## config.mk

```make
export PLATFORM = sky130hd
export DESIGN_NAME = tcw_ctrl
export DESIGN_NICKNAME = d
export VERILOG_FILES = /design/src/hw/rtl/tcw_pkg.sv /design/src/hw/rtl/tcw_ctrl.sv
export SDC_FILE = /design/constraint.sdc
export NUM_CORES = 1
export LEC_CHECK = 0
export ABC_AREA = 0
export ABC_CLOCK_PERIOD_IN_PS = 8850
export BUFFER_PORTS_ARGS = -buffer_cell sky130_fd_sc_hd__buf_4
export CAP_MARGIN = 5
export CORE_MARGIN = 5
export CORE_UTILIZATION = 35
export CTS_CLUSTER_DIAMETER = 60
export DETAILED_ROUTE_END_ITERATION = 16
export PLACE_DENSITY_LB_ADDON = 0.15
export RECOVER_POWER = 50
export SLEW_MARGIN = 0
export SYNTH_ARGS = -nofsm -noshare
export SYNTH_HDL_FRONTEND = slang
export SYNTH_SLANG_ARGS = --single-unit
```

## constraint.sdc

```tcl
create_clock -name i_clk -period 8.85 [get_ports i_clk]
set_input_delay 1.77 -clock i_clk [delete_from_list [all_inputs] [get_ports i_clk]]
set_output_delay 1.77 -clock i_clk [all_outputs]
set_load 0.03 [all_outputs]
```

## src/hw/rtl/tcw_pkg.sv

```systemverilog
// Shared constants, types and address helper for the text console writer.
package tcw_pkg;

    localparam int ROWS   = 25;
    localparam int COLS   = 80;
    localparam int CELLS  = ROWS * COLS;
    localparam int ADDR_W = $clog2(CELLS);
    localparam int ROW_W  = 5;
    localparam int COL_W  = 7;
    localparam int CHAR_W = 8;

    localparam logic [CHAR_W-1:0] NEWLINE_CODE = 8'd10;

    localparam logic OP_PUT  = 1'b0;
    localparam logic OP_READ = 1'b1;

    typedef logic [ADDR_W-1:0] t_addr;

    // One result item as it leaves the sequencer.
    typedef struct packed {
        logic              wrote;
        logic [ROW_W-1:0]  cell_row;
        logic [COL_W-1:0]  cell_col;
        logic [CHAR_W-1:0] cell_char;
        logic              scrolled;
        logic [ROW_W-1:0]  cursor_row;
        logic [COL_W-1:0]  cursor_col;
    } t_result;

    // One cycle's access to the screen store: one write port, one read port.
    typedef struct packed {
        logic              we;
        t_addr             waddr;
        logic [CHAR_W-1:0] wdata;
        t_addr             raddr;
    } t_ram_req;

    // Linear cell address, row-major. Rows and columns out of range wrap and
    // must be screened by the caller.
    function automatic t_addr cell_index(input logic [ROW_W-1:0] row,
                                         input logic [COL_W-1:0] col);
        t_addr idx;
        idx = t_addr'(row) * t_addr'(COLS) + t_addr'(col);
        return idx;
    endfunction

endpackage

```

## src/hw/rtl/tcw_ctrl.sv

```systemverilog
// Sequencer for the console: cursor, store clearing, scrolling and cell access.
module tcw_ctrl (
    input  logic                         i_clk,
    input  logic                         i_rst_n,
    input  logic                         i_valid,
    output logic                         o_ready,
    input  logic                         i_op,
    input  logic [tcw_pkg::CHAR_W-1:0]   i_char,
    input  logic [tcw_pkg::ROW_W-1:0]    i_rd_row,
    input  logic [tcw_pkg::COL_W-1:0]    i_rd_col,
    output tcw_pkg::t_result             o_res,
    output logic                         o_res_valid,
    input  logic                         i_res_ready,
    output tcw_pkg::t_ram_req            o_ram,
    input  logic [tcw_pkg::CHAR_W-1:0]   i_rdata
);

    localparam logic [2:0] S_CLR    = 3'd0;
    localparam logic [2:0] S_IDLE   = 3'd1;
    localparam logic [2:0] S_EXEC   = 3'd2;
    localparam logic [2:0] S_SCRD   = 3'd3;
    localparam logic [2:0] S_SCWR   = 3'd4;
    localparam logic [2:0] S_WRITE  = 3'd5;
    localparam logic [2:0] S_RESULT = 3'd6;

    localparam tcw_pkg::t_addr LAST_CELL  = tcw_pkg::t_addr'(tcw_pkg::CELLS - 1);
    localparam tcw_pkg::t_addr COPY_LIMIT =
        tcw_pkg::t_addr'(tcw_pkg::CELLS - tcw_pkg::COLS);

    logic [2:0]                   r_state;
    tcw_pkg::t_addr               r_ptr;
    logic [tcw_pkg::ROW_W-1:0]    r_cur_row;
    logic [tcw_pkg::COL_W-1:0]    r_cur_col;
    logic                         r_op;
    logic [tcw_pkg::CHAR_W-1:0]   r_char;
    logic [tcw_pkg::ROW_W-1:0]    r_rd_row;
    logic [tcw_pkg::COL_W-1:0]    r_rd_col;
    logic                         r_scr;
    tcw_pkg::t_result             r_res;

    logic                         is_nl;
    logic                         step_row;
    logic [tcw_pkg::ROW_W:0]      n_row;
    logic                         need_scroll;
    logic                         rd_in_range;

    assign is_nl       = (r_char == tcw_pkg::NEWLINE_CODE);
    assign step_row    = is_nl || (r_cur_col >= tcw_pkg::COL_W'(tcw_pkg::COLS));
    assign n_row       = step_row ? ({1'b0, r_cur_row} + 1'b1) : {1'b0, r_cur_row};
    assign need_scroll = (n_row >= (tcw_pkg::ROW_W+1)'(tcw_pkg::ROWS));
    assign rd_in_range = (r_rd_row < tcw_pkg::ROW_W'(tcw_pkg::ROWS)) &&
                         (r_rd_col < tcw_pkg::COL_W'(tcw_pkg::COLS));

    assign o_ready     = (r_state == S_IDLE);
    assign o_res_valid = (r_state == S_RESULT);
    assign o_res       = r_res;

    always_comb begin
        o_ram.we    = 1'b0;
        o_ram.waddr = r_ptr;
        o_ram.wdata = '0;
        o_ram.raddr = tcw_pkg::cell_index(i_rd_row, i_rd_col);
        case (r_state)
            S_CLR: begin
                o_ram.we = 1'b1;
            end
            S_SCRD: begin
                o_ram.raddr = r_ptr + tcw_pkg::t_addr'(tcw_pkg::COLS);
            end
            S_SCWR: begin
                o_ram.we    = 1'b1;
                o_ram.wdata = (r_ptr < COPY_LIMIT) ? i_rdata : '0;
            end
            S_WRITE: begin
                o_ram.we    = !is_nl;
                o_ram.waddr = tcw_pkg::cell_index(r_cur_row, r_cur_col);
                o_ram.wdata = r_char;
            end
            default: begin
            end
        endcase
    end

    always_ff @(posedge i_clk) begin
        if (!i_rst_n) begin
            r_state   <= S_CLR;
            r_ptr     <= '0;
            r_cur_row <= '0;
            r_cur_col <= '0;
        end else begin
            case (r_state)
                S_CLR: begin
                    if (r_ptr == LAST_CELL) begin
                        r_ptr   <= '0;
                        r_state <= S_IDLE;
                    end else begin
                        r_ptr <= r_ptr + 1'b1;
                    end
                end
                S_IDLE: begin
                    if (i_valid) begin
                        r_op     <= i_op;
                        r_char   <= i_char;
                        r_rd_row <= i_rd_row;
                        r_rd_col <= i_rd_col;
                        r_state  <= S_EXEC;
                    end
                end
                S_EXEC: begin
                    if (r_op == tcw_pkg::OP_READ) begin
                        r_res.wrote      <= 1'b0;
                        r_res.cell_row   <= r_rd_row;
                        r_res.cell_col   <= r_rd_col;
                        r_res.cell_char  <= rd_in_range ? i_rdata : '0;
                        r_res.scrolled   <= 1'b0;
                        r_res.cursor_row <= r_cur_row;
                        r_res.cursor_col <= r_cur_col;
                        r_state          <= S_RESULT;
                    end else begin
                        r_scr <= need_scroll;
                        if (need_scroll) begin
                            r_cur_row <= tcw_pkg::ROW_W'(tcw_pkg::ROWS - 1);
                            r_cur_col <= '0;
                            r_ptr     <= '0;
                            r_state   <= S_SCRD;
                        end else begin
                            r_cur_row <= n_row[tcw_pkg::ROW_W-1:0];
                            if (step_row) begin
                                r_cur_col <= '0;
                            end
                            r_state <= S_WRITE;
                        end
                    end
                end
                S_SCRD: begin
                    r_state <= S_SCWR;
                end
                S_SCWR: begin
                    if (r_ptr == LAST_CELL) begin
                        r_ptr   <= '0;
                        r_state <= S_WRITE;
                    end else begin
                        r_ptr   <= r_ptr + 1'b1;
                        r_state <= S_SCRD;
                    end
                end
                S_WRITE: begin
                    r_res.scrolled   <= r_scr;
                    r_res.cursor_row <= r_cur_row;
                    if (is_nl) begin
                        r_res.wrote      <= 1'b0;
                        r_res.cell_row   <= '0;
                        r_res.cell_col   <= '0;
                        r_res.cell_char  <= '0;
                        r_res.cursor_col <= r_cur_col;
                    end else begin
                        r_res.wrote      <= 1'b1;
                        r_res.cell_row   <= r_cur_row;
                        r_res.cell_col   <= r_cur_col;
                        r_res.cell_char  <= r_char;
                        r_res.cursor_col <= r_cur_col + 1'b1;
                        r_cur_col        <= r_cur_col + 1'b1;
                    end
                    r_state <= S_RESULT;
                end
                S_RESULT: begin
                    if (i_res_ready) begin
                        r_state <= S_IDLE;
                    end
                end
                default: begin
                    r_state <= S_IDLE;
                end
            endcase
        end
    end

endmodule

```

==> impl_results.md, run 1 <==
- Status: finished, violations left
- Failing checks: max-capacitance violations, max-slew violations
- Clock latency on the worst-skew pair: 0.34 ns
- Crit path max fanout: 4
- Share of cells above drive strength 1: 13.9%
- Sequential area share after synthesis: 46.8%
- Min Tclk post-route: 5.67 ns
- Yosys cell types: 54
- Root buf cell: clkbuf_16
- Max VDD drop: 0.0901 mV
- ANT nets after route: 0
- Maxcap violations: 2
- Bufs on Longest Clock Path: 2
- H-tree depth: 3
- Global-route wire length before repair: 20.4 mm
- EDFF count, synth: 56
- Most common cell after layout, fill and taps aside: nand2_1
- # diodes: 0
- Gr ovfl total: 0
- Worst-Margin Slew: 1.87 ns
- Final worst-path cycle share: 64.0%
- Starting density of the core: 35.7%
- Crit-path slowest cell: fa_1
- Syn Area/Cell: 9.74 µm²
- DRC Markers: 0
- Asr flop ratio synth: 0%
- Clk pin slew, worst setup/hold paths: 0.06 ns
- Vias in the first global route: 3818
- Crit path buffers/inverters: 2
- DR WL/cell: 16.9 µm
- Largest net degree at the start of global routing: 51
- Final Hold Viols: 0
- PD cells: 149 nW/µm²
- #FFs+latches synth: 82
- TritonCTS clock tree: done
- TritonCTS buffer count: 9
- I/O Buffers: 99
- Static leakage: 2.18 nW
- DIE HEIGHT: 126 µm
- Dpl hpwl: 9.44 mm
- Req. time, crit path: 7.08 ns
- RePlAce Congestion: 0.825
- Post-Route Skew: 0.00923 ns
- Critical-path cell list: clkbuf_1, ha_1, ha_1, fa_1, xor2_1, o2111ai_1, xor2_1, xnor2_1, a21oi_1, buf_4
- Postcts setup bufs: 0
- Yosys warning total: 0
- # setup viols final: 0
- CP peak stage delay: 0.39 ns
- I/O pin count: 100
- CP top delay family: adder cells
- Synthesized area: 4700 µm²
- All-Layer GR Usage: 16.1%
- Core Region: 13200 µm²
- Cts repair resizes: 0
- Arrival time at the worst endpoint: 3.90 ns
- CTS sink count: 82
- Setup crit end kind: output port
- Die W: 126 µm
- Crit path kind: in -> out
- Most frequent cells in the layout: nand2_1, edfxtp_1, clkbuf_1
- NumNets Final: 632
- Gate Count Post-Synth: 483
- Ys flop type: edfxtp_1
- CTS Hold Bufs: 0
- Unrepaired setup endpoints after global routing: false
- Post-Route WL: 12.7 mm
- Total Power: 0.848 mW
- Drt first pass iters: 5
- Max Clock Freq: 0.177 GHz
- Syn_nets: 546
- P&R area growth vs syn: 20.8%
- Detailed-route vias per instance: 5.30
- Final setup TNS: 0 ns
- Initial antenna violation count: 0
- Via count of the routed design: 3975
- Iter 0 DRT Violations: 328
- Worst Hold Class: reg -> reg
- Final Max Slew Viols: 62
- Die ar.: 15900 µm²
- Startpoint types: input port
- Worst slew margin: -24.9%
- Row Count: 42
-- logic make-up (layout without fill, tap and decap cells) --
| group | Yosys count | in the layout | share of synthesized area [%] |
|---|---|---|---|
| adder cells (fa/ha/maj) | 30 | 30 | 8.62 |
| XOR/XNOR | 22 | 22 | 4.10 |
| AND/OR/NAND/NOR | 158 | 158 | 15.8 |
| AO/OA/AOI/OAI | 145 | 145 | 20.4 |
| buffers and inverters | 42 | 133 | 3.35 |
| flip-flops | 82 | 82 | 46.8 |
| multiplexers | 4 | 4 | 0.957 |
-- worst min-delay path: cells and delay by family (launching register included) --
family / cells / cell delay, ns
flip-flops: 1 / 0.33
AO/OA/AOI/OAI: 2 / 0.14
-- Yosys cell counts, drive strengths merged (13+ instances only) --
library cell	instances	area (µm²)
clkbuf	23	86.3
dfxtp	26	521
ha	26	325
nand2	66	248
nor2	30	113
inv	15	56.3
a21oi	33	165
edfxtp	56	1680
xor2	13	114
o21ai	47	239
nor2b	13	81.3
-- final timing paths --
path	start	end	slack (ns)	cells after the start
setup / recovery	i_rd_row[1]	o_ram[10]	3.18	10
hold reg to reg	r_cur_col[1]	r_cur_col[1]	0.52	2
hold / removal	r_cur_col[1]	r_cur_col[1]	0.52	2
setup reg to reg	r_char[0]	r_ptr[2]	4.79	6
-- through the flow --
step / instance area, µm² / setup slack [ns] / hold WS, ns / instances / utilization [%]
after detailed placement: 5590 / 3.22 / 0.504 / 734 / 42.4
after floorplan: 4700 / 3.28 / 0.432 / 483 / -
after global placement: 5590 / 3.27 / 0.496 / 734 / 42.4
after CTS: 5880 / 3.20 / 0.515 / 750 / 44.6
after global routing: 5680 / 2.99 / 0.534 / 750 / 43.1
final: 5680 / 3.18 / 0.516 / 750 / 43.1
-- metal layers --
| metal | GRT usage [%] | vias to the layer above | share of wire [%] | wire (µm) |
|---|---|---|---|---|
| met5 | 0 | - | 0 | 0 |
| met4 | 5.11 | 0 | 1.5 | 187 |
| met3 | 2.58 | 15 | 4.0 | 512 |
| met2 | 26.7 | 103 | 50 | 6300 |
| met1 | 21.5 | 1908 | 45 | 5680 |
| li1 | - | 1949 | - | - |
-- cell type report --
class                           count  area [µm²]
Fill cell                        1348        7510
Multi-Input combinational cell    359        2330
Sequential cell                    82        2200
Timing Repair Buffer              101         586
Clock buffer                       14         275
Tap cell                          176         220
Inverter                           16        60.1
Clock inverter                      2        10.0
-- where the power goes --
group          switching, mW  internal [mW]
registers            0.00217          0.407
logic                 0.0459         0.0333
clock network          0.145          0.214
-- flip-flops by register name, summed over array words and instances (netlist names) --
name and flops:
o_res 34, r_ptr 11, r_char 8, r_cur_col 7, r_rd_col 7, r_cur_row 5, r_rd_row 5, r_state 3
r_op 1, r_scr 1
Note: power is estimated with default switching activity, not from simulation.
==> run 2, diff against run 1 <==
--- a/config.mk
+++ b/config.mk
@@ -6,7 +6,7 @@
 export NUM_CORES = 1
 export LEC_CHECK = 0
 export ABC_AREA = 0
-export ABC_CLOCK_PERIOD_IN_PS = 8850
+export ABC_CLOCK_PERIOD_IN_PS = 4700
 export BUFFER_PORTS_ARGS = -buffer_cell sky130_fd_sc_hd__buf_4
 export CAP_MARGIN = 5
 export CORE_MARGIN = 5
==> constraint.sdc (replaced) <==
create_clock -name i_clk -period 4.7 [get_ports i_clk]
set_input_delay 0.94 -clock i_clk [delete_from_list [all_inputs] [get_ports i_clk]]
set_output_delay 0.94 -clock i_clk [all_outputs]
set_load 0.03 [all_outputs]
==> run 2 against run 1 <==
- the run now ends clean
- final cell count increased by 0.13%
- worst hold slack improved by 0.0023 ns
- combinational power increased by 88%
- non-clock buffer count increased by 1
==> impl_results.md, run 2 (synthesis results as in run 1) <==
- TritonCTS clock tree: done (unchanged)
- Die ar.: 15900 µm² (unchanged)
- Pre-CTS WS: 0.702 ns (was 3.22 ns)
- Dpl hpwl: 9.55 mm (was 9.44 mm)
- Final setup TNS: 0 ns (unchanged)
- Final Max Slew Viols: 0 (was 62)
- All-Layer GR Usage: 16.2% (was 16.1%)
- Largest net degree at the start of global routing: 35 (was 51)
- Fillers: 1306 (was 1348)
- Cells after DPL: 735 (was 734)
- DRC Markers: 0 (unchanged)
- Share of cells above drive strength 1: 15.1% (was 13.9%)
- Status: finished, final reports clean (was finished, violations left)
- I/O Buffers: 99 (unchanged)
- Initial antenna violation count: 0 (unchanged)
- Critical-path cell list: clkbuf_1, ha_1, ha_1, fa_1, xor2_1, o2111ai_1, xor2_1, xnor2_1, a21oi_1, buf_4 (unchanged)
- Core Region: 13200 µm² (unchanged)
- CTS sink count: 82 (unchanged)
- Setup crit end kind: output port (unchanged)
- RePlAce Congestion: 0.813 (was 0.825)
- Detailed-route vias per instance: 5.25 (was 5.30)
- P&R area growth vs syn: 22.3% (was 20.8%)
- PD cells: 293 nW/µm² (was 149 nW/µm²)
- Total Power: 1.68 mW (was 0.848 mW)
- Final Non-Filler Cells: 751 (was 750)
- Req. time, crit path: 3.76 ns (was 7.08 ns)
- Global-route wire length before repair: 20.5 mm (was 20.4 mm)
- Static leakage: 2.21 nW (was 2.18 nW)
- Final Hold Viols: 0 (unchanged)
- Clk pin slew, worst setup/hold paths: 0.07 ns (was 0.06 ns)
- Crit path buffers/inverters: 2 (unchanged)
- Postcts setup bufs: 0 (unchanged)
- Maxcap violations: 0 (was 2)
- Max VDD drop: 0.195 mV (was 0.0901 mV)
- Post-Route WL: 12.7 mm (about the same)
- Row Count: 42 (unchanged)
- Bufs on Longest Clock Path: 2 (unchanged)
- Max Clock Freq: 0.249 GHz
- Most frequent cells in the layout: nand2_1, edfxtp_1, o21ai_0, buf_4, clkbuf_1 (was nand2_1, edfxtp_1, clkbuf_1)
- NumNets Final: 633 (was 632)
- Setup WS post-layout: 0.684 ns (was 3.18 ns)
- ANT nets after route: 0 (unchanged)
- CP top delay family: adder cells (unchanged)
- Via count of the routed design: 3942 (was 3975)
- Die W: 126 µm (unchanged)
- Final worst-path cycle share: 85.4%
- DIE HEIGHT: 126 µm (unchanged)
- Crit path max fanout: 4 (unchanged)
- Most common cell after layout, fill and taps aside: nand2_1 (unchanged)
- Max FFs per register: 34 (unchanged)
- CTS Hold Bufs: 0 (unchanged)
- H-tree depth: 3 (unchanged)
- Unrepaired setup endpoints after global routing: false (unchanged)
- Crit path kind: in -> out (unchanged)
- Root buf cell: clkbuf_16 (unchanged)
- Drt first pass iters: 6 (was 5)
- Hold slack: 0.518 ns (was 0.516 ns)
- Vias in the first global route: 3876 (was 3818)
- CP peak stage delay: 0.39 ns (about the same)
- TritonCTS buffer count: 9 (unchanged)
- Min Tclk post-route: 4.02 ns
- Starting density of the core: 35.7% (unchanged)
- # diodes: 0 (unchanged)
- Cts repair resizes: 0 (unchanged)
- Clock latency on the worst-skew pair: 0.35 ns (was 0.34 ns)
- Iter 0 DRT Violations: 240 (was 328)
- # setup viols final: 0 (unchanged)
- Gr ovfl total: 0 (unchanged)
- Arrival time at the worst endpoint: 3.08 ns (was 3.90 ns)
- Worst-Margin Slew: 1.19 ns (was 1.87 ns)
- Post-Route Skew: 0.0103 ns (was 0.00923 ns)
- Crit-path slowest cell: fa_1 (unchanged)
- Startpoint types: input port (unchanged)
- I/O pin count: 100 (unchanged)
- Worst Hold Class: reg -> reg (unchanged)
- Worst slew margin: 20.6% (was -24.9%)
- DR WL/cell: 16.9 µm (about the same)
-- run 2: changes by cell type in the layout (fill, tap and decap cells not counted), sizes merged --
cell,change
buf,+4
bufinv,+2
clkbuf,-8
clkinv,+2
clkinvlp,+1
-- run 2: metal layers --
layer	share of wire (%)	vias to the layer above	GRT usage (%)
li1	-	1958	-
met5	0	-	0
met2	49	93	26.7
met1	44	1877	21.3
met4	1.9	0	6.31
met3	5.3	14	2.58
-- run 2: stage by stage --
| step | cell area, µm² | util [%] |
|---|---|---|
| after floorplan | 4700 | - |
| after global placement | 5600 | 42.5 |
| after detailed placement | 5600 | 42.5 |
| after CTS | 5920 | 44.9 |
| after global routing | 5750 | 43.6 |
| final | 5750 | 43.6 |
-- run 2: tightest hold or removal path, cell delays in order, from the launching register on --
cell and delay (ns):
edfxtp_1 0.32, nand2_1 0.04, nand2_1 0.06
-- run 2: power breakdown --
group / internal, mW / total [mW] / switching [mW]
registers: 0.767 / 0.771 / 0.00382
logic: 0.0634 / 0.149 / 0.0861
clock network: 0.464 / 0.764 / 0.300
total: 1.29 / 1.68 / 0.390
-- run 2: area by class of cell --
class	count	area, µm²	area share (%)
multi-input combinational	359	2350	40.8
sequential	82	2200	38.3
timing repair buffer	102	604	10.5
clock buffer	9	225	3.91
tap	176	220	3.83
clock inverter	7	93.8	1.63
inverter	16	60.1	1.04
-- run 2: worst paths after layout --
check                           slack [ns]  cells after the start   endpoint   startpoint
worst max-delay path                  0.68                     10  o_ram[10]  i_rd_row[1]
worst min-delay path                  0.52                      2  o_res[23]  r_rd_col[2]
worst max register to register        1.32                      6   r_ptr[3]    r_char[0]
worst min register to register        0.52                      2  o_res[23]  r_rd_col[2]
==> run 3, diff against run 2 <==
--- a/config.mk
+++ b/config.mk
@@ -9,8 +9,10 @@
 export ABC_CLOCK_PERIOD_IN_PS = 4700
 export BUFFER_PORTS_ARGS = -buffer_cell sky130_fd_sc_hd__buf_4
 export CAP_MARGIN = 5
+export CELL_PAD_IN_SITES_DETAIL_PLACEMENT = 0
+export CELL_PAD_IN_SITES_GLOBAL_PLACEMENT = 1
 export CORE_MARGIN = 5
-export CORE_UTILIZATION = 35
+export CORE_UTILIZATION = 38
 export CTS_CLUSTER_DIAMETER = 60
 export DETAILED_ROUTE_END_ITERATION = 16
 export PLACE_DENSITY_LB_ADDON = 0.15
==> run 3 against run 2 <==
- register-to-register slack about the same
- total power decreased by 7.0%
- sequential share of layout area increased by 0.61 points
- sequential cell count unchanged
- largest cell class unchanged
- final cell count decreased by 1.3%
- core utilization increased by 3.3 points
- worst setup slack got worse by 0.017 ns
- maximum frequency decreased by 0.42%
- first-iteration DRC count increased by 10%
==> impl_results.md, run 3 (synthesis results as in run 1) <==
- Hold path endpoint: o_res[12] (was o_res[23])
- DRC Markers: 0 (unchanged)
- Total Power: 1.57 mW (was 1.68 mW)
- Min Tclk post-route: 4.03 ns (was 4.02 ns)
- I/O pin count: 100 (unchanged)
- Crit path kind: in -> out (unchanged)
- Maxcap violations: 0 (unchanged)
- Max FFs per register: 34 (unchanged)
- # setup viols final: 0 (unchanged)
- Final Max Slew Viols: 0 (unchanged)
- HP Start: r_scr (was r_rd_col[2])
- Row Count: 40 (was 42)
- Core Region: 12100 µm² (was 13200 µm²)
- Req. time, crit path: 3.76 ns (about the same)
- Via count of the routed design: 3901 (was 3942)
- Reg2reg end: r_ptr[2] (was r_ptr[3])
- Setup slack, reg-to-reg: 1.32 ns (about the same)
- Crit path max fanout: 4 (unchanged)
- Most frequent cells in the layout: nand2_1, edfxtp_1, clkbuf_1 (was nand2_1, edfxtp_1, o21ai_0, buf_4, clkbuf_1)
- CTS sink count: 82 (unchanged)
- Critical-path cell list: clkbuf_1, ha_1, ha_1, fa_1, xor2_1, o2111ai_1, xor2_1, xnor2_1, a21oi_1, buf_4 (unchanged)
- Crit-path slowest cell: fa_1 (unchanged)
- Worst r2r src: r_char[0] (unchanged)
- Post-Route Skew: 0.00819 ns (was 0.0103 ns)
- Drt first pass iters: 5 (was 6)
- I/O Buffers: 99 (unchanged)
- Clk pin slew, worst setup/hold paths: 0.06 ns (was 0.07 ns)
- Final worst-path cycle share: 85.8% (was 85.4%)
- Arrival time at the worst endpoint: 3.09 ns (was 3.08 ns)
- Sw Ratio: 24.4% (was 23.1%)
- H-tree depth: 3 (unchanged)
- P&R area growth vs syn: 20.4% (was 22.3%)
- Combinational power share: 9.6% (was 8.9%)
- Share of cells above drive strength 1: 14.0% (was 15.1%)
- CTS Hold Bufs: 0 (unchanged)
- Unrepaired setup endpoints after global routing: false (unchanged)
- Detailed-route vias per instance: 5.26 (was 5.25)
- Vias in the first global route: 3667 (was 3876)
- CP peak stage delay: 0.38 ns (was 0.39 ns)
- # diodes: 0 (unchanged)
- Sequential power share: 49.2% (was 45.8%)
- ANT nets after route: 0 (unchanged)
- NumNets Final: 631 (was 633)
- Cells after DPL: 725 (was 735)
- FF-to-FF path depth: 6 (unchanged)
- DIE HEIGHT: 121 µm (was 126 µm)
- Final setup TNS: 0 ns (unchanged)
- Dpl hpwl: 9.56 mm (was 9.55 mm)
- Final Hold Viols: 0 (unchanged)
- Fin area: 5660 µm² (was 5750 µm²)
- Static leakage: 2.17 nW (was 2.21 nW)
- Worst Hold Class: reg -> reg (unchanged)
- Max VDD drop: 0.165 mV (was 0.195 mV)
- Post-Route WL: 13.0 mm (was 12.7 mm)
- Postcts setup bufs: 0 (unchanged)
- Most common cell after layout, fill and taps aside: nand2_1 (unchanged)
- TritonCTS buffer count: 9 (unchanged)
- Status: finished, final reports clean (unchanged)
- Final Non-Filler Cells: 741 (was 751)
- Setup crit end kind: output port (unchanged)
- Root buf cell: clkbuf_16 (unchanged)
- RePlAce Congestion: 0.845 (was 0.813)
- Global-route wire length before repair: 20.3 mm (was 20.5 mm)
- Starting density of the core: 39.0% (was 35.7%)
- Setup crit start: i_rd_row[1] (unchanged)
- Die ar.: 14700 µm² (was 15900 µm²)
- Hold slack: 0.524 ns (was 0.518 ns)
- Gr ovfl total: 0 (unchanged)
- DR WL/cell: 17.6 µm (was 16.9 µm)
- Worst-Margin Slew: 1.04 ns (was 1.19 ns)
- Cts repair resizes: 0 (unchanged)
- Bufs on Longest Clock Path: 2 (unchanged)
- TritonCTS clock tree: done (unchanged)
- Max Clock Freq: 0.248 GHz (was 0.249 GHz)
- Startpoint types: input port (unchanged)
- All-Layer GR Usage: 18.0% (was 16.2%)
- Die W: 121 µm (was 126 µm)
- DP Area: 5580 µm² (was 5600 µm²)
- Clock latency on the worst-skew pair: 0.34 ns (was 0.35 ns)
- PD cells: 277 nW/µm² (was 293 nW/µm²)
- Clk network pwr share: 41.2% (was 45.4%)
- Iter 0 DRT Violations: 264 (was 240)
- Initial antenna violation count: 0 (unchanged)
- Hold depth: 1 (was 2)
- P_int: 1.18 mW (was 1.29 mW)
- Worst slew margin: 30.9% (was 20.6%)
- Fillers: 1191 (was 1306)
- Net Sw Power: 0.381 mW (was 0.390 mW)
- Largest net degree at the start of global routing: 35 (unchanged)
run 3: worst max path at each step:
stage	to	slack [ns]
after global routing	o_ram[10]	0.54
after floorplan	o_ram[10]	0.79
after detailed placement	o_ram[10]	0.70
after global placement	o_ram[10]	0.76
after CTS	o_ram[10]	0.68
final	o_ram[10]	0.67
run 3: final cells by class:
type	instances	area [µm²]	area share, %
timing repair buffer	100	574	10.1
tap	168	210	3.71
inverter	16	60.1	1.06
clock inverter	7	43.8	0.773
multi-input combinational	359	2350	41.5
clock buffer	9	225	3.98
sequential	82	2200	38.9
run 3: routing by layer:
metal | up-vias | global-route usage (%) | wire length (µm)
met1 | 1804 | 24.8 | 5910
met2 | 122 | 28.3 | 6130
met4 | 0 | 6.93 | 248
met3 | 14 | 3.26 | 765
met5 | - | 0 | 0
li1 | 1961 | - | -
run 3: through the flow:
stage               util (%)  worst slack (ns)
finish                  47.0             0.668
global route            47.0             0.540
CTS                     48.5             0.681
detailed placement      46.2             0.695
global placement        46.2             0.764
floorplan                  -             0.790
run 3: power groups by stage:
stage	Sequential [mW]	Clock, mW	Combinational, mW
after floorplan	0.785	0	0.0882
after global placement	0.786	0	0.154
after detailed placement	0.786	0	0.156
after CTS	0.771	0.662	0.156
after global routing	0.771	0.698	0.163
final	0.771	0.645	0.150
run 3: worst max-delay path, delay by kind of cell:
family	cells	cell delay (ns)
AOI/OAI and AO/OA	2	0.35
xor gates and xnor gates	3	0.58
adders and majority gates	3	0.91
buffers and inverters	2	0.31
